### src/hw/rtl/spq_pkg.sv
// ----------------------------------------------------------------------------
// spq_pkg
// Shared types and fixed field widths for the sorted priority queue.
// ----------------------------------------------------------------------------
package spq_pkg;

  // fixed field widths of the stream words
  localparam int unsigned VALUE_W   = 32;
  localparam int unsigned IN_PRIO_W = 8;
  localparam int unsigned OCC_W     = 5;
  localparam int unsigned IN_DATA_W  = 40;
  localparam int unsigned OUT_DATA_W = 40;

  // action codes carried on in_tuser
  localparam logic ACT_ENQUEUE = 1'b0;
  localparam logic ACT_DEQUEUE = 1'b1;

  // command broadcast to every cell of the chain
  typedef struct packed {
    logic enq;
    logic deq;
  } spq_cmd_t;

endpackage

### src/hw/rtl/sorted_priority_queue_core.sv
// ----------------------------------------------------------------------------
// sorted_priority_queue_core
// Bounded priority queue built as a chain of slots kept in sorted order.
// Results are registered: an accepted word's result is in the output
// register in the cycle after. Throughput: one word per cycle while the
// output is taken; all slots update in parallel from their neighbours.
// Reset clears all slot valid flags, fill count, output valid; no clearing pass.
// ----------------------------------------------------------------------------
module sorted_priority_queue_core #(
  parameter int unsigned CAPACITY      = 16,
  parameter int unsigned PRIORITY_BITS = 8
) (
  input  logic                              clk,
  input  logic                              rst_n,
  // input stream
  input  logic                              in_tvalid,
  output logic                              in_tready,
  input  logic [spq_pkg::IN_DATA_W-1:0]     in_tdata,  // item_value[31:0], item_priority[39:32]
  input  logic                              in_tuser,  // action
  // result stream
  output logic                              out_tvalid,
  input  logic                              out_tready,
  output logic [spq_pkg::OUT_DATA_W-1:0]    out_tdata  // out_value[31:0], empty_error[32],
                                                       // full_drop[33], occupancy[38:34],
                                                       // zero[39]
);
  import spq_pkg::*;

  localparam int unsigned CNT_W = $clog2(CAPACITY + 1);

  // chain signals, index 0 is the head
  logic                     cell_valid [CAPACITY];
  logic [VALUE_W-1:0]       cell_value [CAPACITY];
  logic [PRIORITY_BITS-1:0] cell_prio  [CAPACITY];
  logic                     cell_stay  [CAPACITY];

  logic                     accept;
  logic                     empty, full;
  logic [VALUE_W-1:0]       new_value;
  logic [PRIORITY_BITS-1:0] new_prio;
  logic [39:0]              prio_ext;
  spq_cmd_t                 cmd;

  logic [CNT_W-1:0]         count_r, count_nxt;
  logic [31:0]              count_ext;
  logic                     out_valid_r, out_valid_nxt;
  logic [OUT_DATA_W-1:0]    out_data_r, out_data_nxt;
  logic [VALUE_W-1:0]       res_value;
  logic                     res_empty, res_full;

  // output register frees up as it is taken
  assign in_tready = !out_valid_r || out_tready;
  assign accept    = in_tvalid && in_tready;

  // unpack the input word, priority taken in its low bits
  assign new_value = in_tdata[VALUE_W-1:0];
  assign prio_ext  = {{(40 - IN_PRIO_W){1'b0}}, in_tdata[VALUE_W +: IN_PRIO_W]};
  assign new_prio  = prio_ext[PRIORITY_BITS-1:0];

  assign empty = !cell_valid[0];
  assign full  = cell_valid[CAPACITY-1];

  // command to the chain
  always_comb begin
    cmd.enq = accept && (in_tuser == ACT_ENQUEUE) && !full;
    cmd.deq = accept && (in_tuser == ACT_DEQUEUE) && !empty;
  end

  // row of slots
  for (genvar i = 0; i < CAPACITY; i++) begin : g_cell
    logic                     l_valid, l_stay, r_valid;
    logic [VALUE_W-1:0]       l_value, r_value;
    logic [PRIORITY_BITS-1:0] l_prio, r_prio;

    if (i == 0) begin : g_head
      // nothing ranks ahead of the head slot
      assign l_valid = 1'b0;
      assign l_value = '0;
      assign l_prio  = '0;
      assign l_stay  = 1'b1;
    end else begin : g_mid
      assign l_valid = cell_valid[i-1];
      assign l_value = cell_value[i-1];
      assign l_prio  = cell_prio[i-1];
      assign l_stay  = cell_stay[i-1];
    end

    if (i == CAPACITY - 1) begin : g_tail
      assign r_valid = 1'b0;
      assign r_value = '0;
      assign r_prio  = '0;
    end else begin : g_body
      assign r_valid = cell_valid[i+1];
      assign r_value = cell_value[i+1];
      assign r_prio  = cell_prio[i+1];
    end

    spq_cell #(
      .PRIORITY_BITS(PRIORITY_BITS)
    ) u_cell (
      .clk        (clk),
      .rst_n      (rst_n),
      .cmd        (cmd),
      .new_value  (new_value),
      .new_prio   (new_prio),
      .left_valid (l_valid),
      .left_value (l_value),
      .left_prio  (l_prio),
      .left_stay  (l_stay),
      .right_valid(r_valid),
      .right_value(r_value),
      .right_prio (r_prio),
      .valid      (cell_valid[i]),
      .value      (cell_value[i]),
      .prio       (cell_prio[i]),
      .stay       (cell_stay[i])
    );
  end

  // fill count after this word
  always_comb begin
    count_nxt = count_r;
    if (cmd.enq) begin
      count_nxt = count_r + CNT_W'(1);
    end else if (cmd.deq) begin
      count_nxt = count_r - CNT_W'(1);
    end
  end

  // result word
  always_comb begin
    res_value = cmd.deq ? cell_value[0] : '0;
    res_empty = accept && (in_tuser == ACT_DEQUEUE) && empty;
    res_full  = accept && (in_tuser == ACT_ENQUEUE) && full;
    count_ext = 32'(count_nxt);
    out_data_nxt  = out_data_r;
    out_valid_nxt = out_valid_r && !out_tready;
    if (accept) begin
      out_valid_nxt = 1'b1;
      out_data_nxt  = {1'b0, count_ext[OCC_W-1:0], res_full, res_empty, res_value};
    end
  end

  // control state
  always_ff @(posedge clk) begin
    if (!rst_n) begin
      count_r     <= '0;
      out_valid_r <= 1'b0;
    end else begin
      count_r     <= count_nxt;
      out_valid_r <= out_valid_nxt;
    end
  end

  // result payload
  always_ff @(posedge clk) begin
    out_data_r <= out_data_nxt;
  end

  assign out_tvalid = out_valid_r;
  assign out_tdata  = out_data_r;

endmodule

### src/hw/rtl/spq_cell.sv
// ----------------------------------------------------------------------------
// spq_cell
// One slot of the sorted chain: keeps its entry, takes the new pair, takes
// the entry of its left neighbour on insert, or of its right on removal.
// ----------------------------------------------------------------------------
module spq_cell #(
  parameter int unsigned PRIORITY_BITS = 8
) (
  input  logic                         clk,
  input  logic                         rst_n,
  input  spq_pkg::spq_cmd_t            cmd,
  input  logic [spq_pkg::VALUE_W-1:0]  new_value,
  input  logic [PRIORITY_BITS-1:0]     new_prio,
  // left neighbour (towards the head)
  input  logic                         left_valid,
  input  logic [spq_pkg::VALUE_W-1:0]  left_value,
  input  logic [PRIORITY_BITS-1:0]     left_prio,
  input  logic                         left_stay,
  // right neighbour (towards the tail)
  input  logic                         right_valid,
  input  logic [spq_pkg::VALUE_W-1:0]  right_value,
  input  logic [PRIORITY_BITS-1:0]     right_prio,
  // this slot
  output logic                         valid,
  output logic [spq_pkg::VALUE_W-1:0]  value,
  output logic [PRIORITY_BITS-1:0]     prio,
  output logic                         stay
);
  import spq_pkg::*;

  logic                     valid_r, valid_nxt;
  logic [VALUE_W-1:0]       value_r, value_nxt;
  logic [PRIORITY_BITS-1:0] prio_r, prio_nxt;

  // entry ranks ahead of the new pair and holds its place
  assign stay = valid_r && (prio_r >= new_prio);

  // next entry of the slot
  always_comb begin
    valid_nxt = valid_r;
    value_nxt = value_r;
    prio_nxt  = prio_r;
    if (cmd.enq && !stay) begin
      if (left_stay) begin
        valid_nxt = 1'b1;
        value_nxt = new_value;
        prio_nxt  = new_prio;
      end else begin
        valid_nxt = left_valid;
        value_nxt = left_value;
        prio_nxt  = left_prio;
      end
    end else if (cmd.deq) begin
      valid_nxt = right_valid;
      value_nxt = right_value;
      prio_nxt  = right_prio;
    end
  end

  // valid flag is control state
  always_ff @(posedge clk) begin
    if (!rst_n) begin
      valid_r <= 1'b0;
    end else begin
      valid_r <= valid_nxt;
    end
  end

  // payload needs no reset
  always_ff @(posedge clk) begin
    value_r <= value_nxt;
    prio_r  <= prio_nxt;
  end

  assign valid = valid_r;
  assign value = value_r;
  assign prio  = prio_r;

endmodule

### config.mk
export PLATFORM = sky130hd
export DESIGN_NAME = sorted_priority_queue_core
export DESIGN_NICKNAME = d
export VERILOG_FILES = /design/src/hw/rtl/spq_pkg.sv /design/src/hw/rtl/sorted_priority_queue_core.sv /design/src/hw/rtl/spq_cell.sv
export SDC_FILE = /design/constraint.sdc
export NUM_CORES = 2
export LEC_CHECK = 0
export ABC_AREA = 1
export ABC_CLOCK_PERIOD_IN_PS = 6600
export BUFFER_PORTS_ARGS = -buffer_cell sky130_fd_sc_hd__buf_2
export CAP_MARGIN = 30
export CELL_PAD_IN_SITES_DETAIL_PLACEMENT = 0
export CELL_PAD_IN_SITES_GLOBAL_PLACEMENT = 1
export CORE_MARGIN = 5
export CORE_UTILIZATION = 52
export CTS_CLUSTER_DIAMETER = 150
export CTS_CLUSTER_SIZE = 14
export DETAILED_ROUTE_END_ITERATION = 7
export GPL_TIMING_DRIVEN = 0
export PLACE_DENSITY_LB_ADDON = 0.1
export RECOVER_POWER = 100
export SLEW_MARGIN = 20
export SYNTH_ARGS = -nofsm -noshare
export SYNTH_HDL_FRONTEND = slang
export SYNTH_SLANG_ARGS = --single-unit
### constraint.sdc
create_clock -name clk -period 6.6 [get_ports clk]
set_clock_uncertainty 0.05 [all_clocks]
set_input_delay 0.33 -clock clk [delete_from_list [all_inputs] [get_ports clk]]
set_output_delay 0.33 -clock clk [all_outputs]
set_load 0.01 [all_outputs]
==> results.env <==
GRT_FIRST_PASS_WIRELENGTH_MM=177.2
FLOORPLAN.CORE_AREA_SQ_UM=75570
DETAIL_ROUTE.VIAS_PER_CELL=5.352
UNREPAIRED_SETUP_ENDPOINTS_AFTER_GLOBAL_ROUTING='no'
START_UTIL=0.5212
GRT_USE_TOTAL=0.2792
ROUTED_WL_MM=116.8
CRITPATHLAUNCHTYPE='primary input'
REMAINING_OVERFLOW_GRT=0
SYNTH.TOP_CELLS.BY_AREA='sky130_fd_sc_hd__edfxtp_1 (52%), sky130_fd_sc_hd__nand2_1 (17%), sky130_fd_sc_hd__nand3_1 (7.9%)'
SYNTH_FP_NETS=4879
NUM-NETS-FINAL=5045
WORSTPATHREQUIRED_PS=6920
CRITICAL_PATH.ENDPOINT_TYPE='register'
IRDROPWORSTVDD_V=0.0002471
PATH_CLK_SLEW_PS=70
DOMINANTREGCELLSYNTH='sky130_fd_sc_hd__edfxtp_1'
TIMING.FINAL.CRIT_SHARE=0.7075
FINISH.UTILIZATION=0.5658
DRTPASS1ITERATIONS=6
POWER_DENSITY_nW_PER_UM2=237.0
TOTAL_LEAKAGE_POWER_uW=0.01884
NUMBER_OF_GLOBAL_ROUTE_VIAS_BEFORE_REPAIR=30391
PIN_COUNT_OF_THE_BIGGEST_NET_ENTERING_GLOBAL_ROUTING=35
WORST_PIN_SLEW_PS=1311
MAXSLEWVIOLCOUNT=0
SYNTHESIS.INSTANCES=4712
SYNTH_AREA_LEADER_CELL='sky130_fd_sc_hd__edfxtp_1'
DIE_AR_SQ_UM=81350
GP_CONGESTION=0.8944
CTS_ROOT_BUF='sky130_fd_sc_hd__clkbuf_16'
REPORT.POWER.TOTAL_uW=10130
TOTAL_SETUP_VIOLATIONS_REPORTED_AT_THE_END_OF_THE_FLOW=0
POST_SYNTH_MOST_FREQUENT_CELLS='sky130_fd_sc_hd__nand2_1 (1829), sky130_fd_sc_hd__edfxtp_1 (679), sky130_fd_sc_hd__nand3_1 (621)'
ANTENNA_FOUND_INITIAL=4
YS_WARN_COUNT=0
YOSYSMOSTFREQUENTCELL='sky130_fd_sc_hd__nand2_1'
MAX_SLEW_MARGIN=0.1261
CLOCK_PATH_BUFFERS=3
FINAL_LAYOUT_SIZE_SUFFIX_GT1_FRAC=0.05346
ASYNC_SR_FLOP_FRACTION=0
SYNTHDISTINCTLIBCELLS=29
DP.FINAL_HPWL_MM=96.39
FMAXACHIEVABLE_MHz=214.2
FINAL.SETUP.TNS_PS=0
DIE_HEIGHT_MICRONS=285.2
CTS_SINKS=701
NUM_VIAS=31475
TIMING_WORST_SETUP_PATH_TYPE='primary input to register'
POST_SYN_AREA_SQ_UM=39390
SYN_AVG_CELL_AREA_SQ_UM=8.359
POST-ROUTE-MIN-PERIOD_PS=4670
FILLCELLCOUNT=7445
MAXCAPVIOLCOUNT=0
PIN_COUNT=87
CRITPATHARRIVALTIME_PS=4990
COUNT_OF_ROUTING_VIOLATIONS_AFTER_THE_OPENING_DETAILED_ROUTE_ITERATION=2672
SYNTH_SEQ_AREA_SHARE=0.5289
FINAL_HOLD_VIOL_COUNT=0
WIRE_PER_INST_MICRONS=19.87
ROWS=101
CRITICAL_PATH.MAX_FANOUT=31
OVERALL_DIE_WIDTH_MICRONS=285.2
MIN-DELAY-PATH-CLASS='primary input to register'
COUNT_OF_FLIP_FLOPS_WITH_A_BUILT_IN_ENABLE_AFTER_SYNTHESIS=679
AREA_DELTA_SYNTH_FINAL_PCT=8.565
CLK_LATENCY_PS=630
TRITONCTS='yes'
YS_FF_LATCH=701
SYNTH_LARGEST_TYPE_AREA_FRACTION=0.5177
FINAL_ANTENNA_NET_COUNT=0
NUMPORTBUFFERS=85
FINAL_ROUTED_DRC_VIOLATION_TOTAL=0
CTS_INSERTED_BUFFERS=56
HTREE_LEVELS=2
RUN_STATUS='finished clean'
-- cell type report --
type | instances | area, sq um | area share
Antenna cell | 2 | 5.005 | 0.0001170
Buffer | 376 | 1794 | 0.04196
Clock buffer | 78 | 1505 | 0.03520
Clock inverter | 3 | 33.78 | 0.0007901
Inverter | 165 | 619.3 | 0.01448
Multi-Input combinational cell | 3470 | 15990 | 0.3738
Sequential cell | 701 | 20830 | 0.4871
Tap cell | 978 | 1224 | 0.02862
Timing Repair Buffer | 108 | 763.2 | 0.01785
-- cell families after synthesis --
| group | share of synthesized area |
|---|---|
| AOI/OAI and AO/OA | 0.1027 |
| other | 0.00009521 |
| DFF | 0.5289 |
| and+or+nand+nor | 0.2641 |
| xor gates and xnor gates | 0.0008894 |
| buffers and inverters | 0.06455 |
| adders and majority gates | 0.03876 |
-- sequential cells by signal (all words and copies together) (netlist names) --
register,count
count_r,5
g_cell.u_cell.prio,128
g_cell.u_cell.valid,16
g_cell.u_cell.value,512
out_tdata,39
out_tvalid,1
-- what timing repair did --
| item | in CTS | in global routing |
|---|---|---|
| gates resized for setup | 0 | 0 |
| endpoints found under the hold margin | 3 | 0 |
| hold buffers | 3 | 0 |
| setup buffers | 0 | 0 |
-- path summary, 6_finish.rpt --
kind	from	endpoint	slack, ps	depth (start not counted)
setup / recovery	out_tready	g_cell[14].u_cell.value[11]	1930	10
hold / removal	in_tuser	out_tdata[32]	60	3
hold reg to reg	g_cell[15].u_cell.prio[0]	g_cell[14].u_cell.prio[0]	470	2
setup reg to reg	out_tvalid	g_cell[14].u_cell.value[11]	1980	7
-- metrics by stage --
step	area [sq um]	hold slack, ps	worst slack (ps)	cells
floorplan	39390	407.3	3005	4712
global placement	41040	451.8	826.5	5775
detailed placement	41500	456.5	2453	5795
CTS	43070	22.33	3112	5879
global route	42750	49.91	1662	5879
finish	42760	60.88	1930	5881
-- metal layers --
layer	share of wire	global-route usage
met1	0.45	0.3905
met2	0.46	0.4644
met3	0.060	0.03285
met4	0.029	0.07854
met5	0	0
-- power breakdown --
group	internal, uW	switching [uW]	total (uW)	leakage (uW)
Combinational	489	1070	1560	0.0115
Sequential	5270	141	5410	0.00661
Clock	1570	1590	3160	0.000743
Total	7330	2800	10100	0.0188
-- placed cells by master, fill, tap and decap left out --
master,instances
sky130_fd_sc_hd__o21ai_1,13
sky130_fd_sc_hd__nand3b_1,9
sky130_fd_sc_hd__and2_0,2
sky130_fd_sc_hd__clkbuf_1,286
sky130_fd_sc_hd__a21o_1,1
sky130_fd_sc_hd__edfxtp_1,679
sky130_fd_sc_hd__dlygate4sd3_1,3
sky130_fd_sc_hd__nand3_2,1
sky130_fd_sc_hd__inv_2,1
sky130_fd_sc_hd__inv_6,2
sky130_fd_sc_hd__buf_1,19
sky130_fd_sc_hd__clkbuf_16,57
sky130_fd_sc_hd__inv_1,163
sky130_fd_sc_hd__buf_2,124
sky130_fd_sc_hd__clkbuf_2,7
sky130_fd_sc_hd__o21ai_0,553
sky130_fd_sc_hd__clkinv_8,1
sky130_fd_sc_hd__clkinv_1,1
sky130_fd_sc_hd__ha_1,122
sky130_fd_sc_hd__nand2_1,1836
sky130_fd_sc_hd__xor2_1,4
sky130_fd_sc_hd__buf_12,16
sky130_fd_sc_hd__diode_2,2
sky130_fd_sc_hd__nand2_2,3
sky130_fd_sc_hd__dfxtp_1,22
sky130_fd_sc_hd__a21oi_1,218
sky130_fd_sc_hd__conb_1,1
sky130_fd_sc_hd__buf_16,1
sky130_fd_sc_hd__nor2_1,68
sky130_fd_sc_hd__o21a_1,13
sky130_fd_sc_hd__nand3_1,621
sky130_fd_sc_hd__nor3_1,3
sky130_fd_sc_hd__buf_6,24
sky130_fd_sc_hd__o22ai_1,1
sky130_fd_sc_hd__buf_4,25
sky130_fd_sc_hd__nand4_1,1
-- critical path, cell delays in order --
cell and delay [ps]:
sky130_fd_sc_hd__dlygate4sd3_1 530, sky130_fd_sc_hd__buf_2 120, sky130_fd_sc_hd__inv_1 60, sky130_fd_sc_hd__a21oi_1 280
sky130_fd_sc_hd__clkbuf_1 440, sky130_fd_sc_hd__nand3_1 230, sky130_fd_sc_hd__clkbuf_1 980, sky130_fd_sc_hd__clkbuf_1 1000
sky130_fd_sc_hd__nand2_1 620, sky130_fd_sc_hd__buf_12 350
Note: power is estimated with default switching activity, not from simulation.
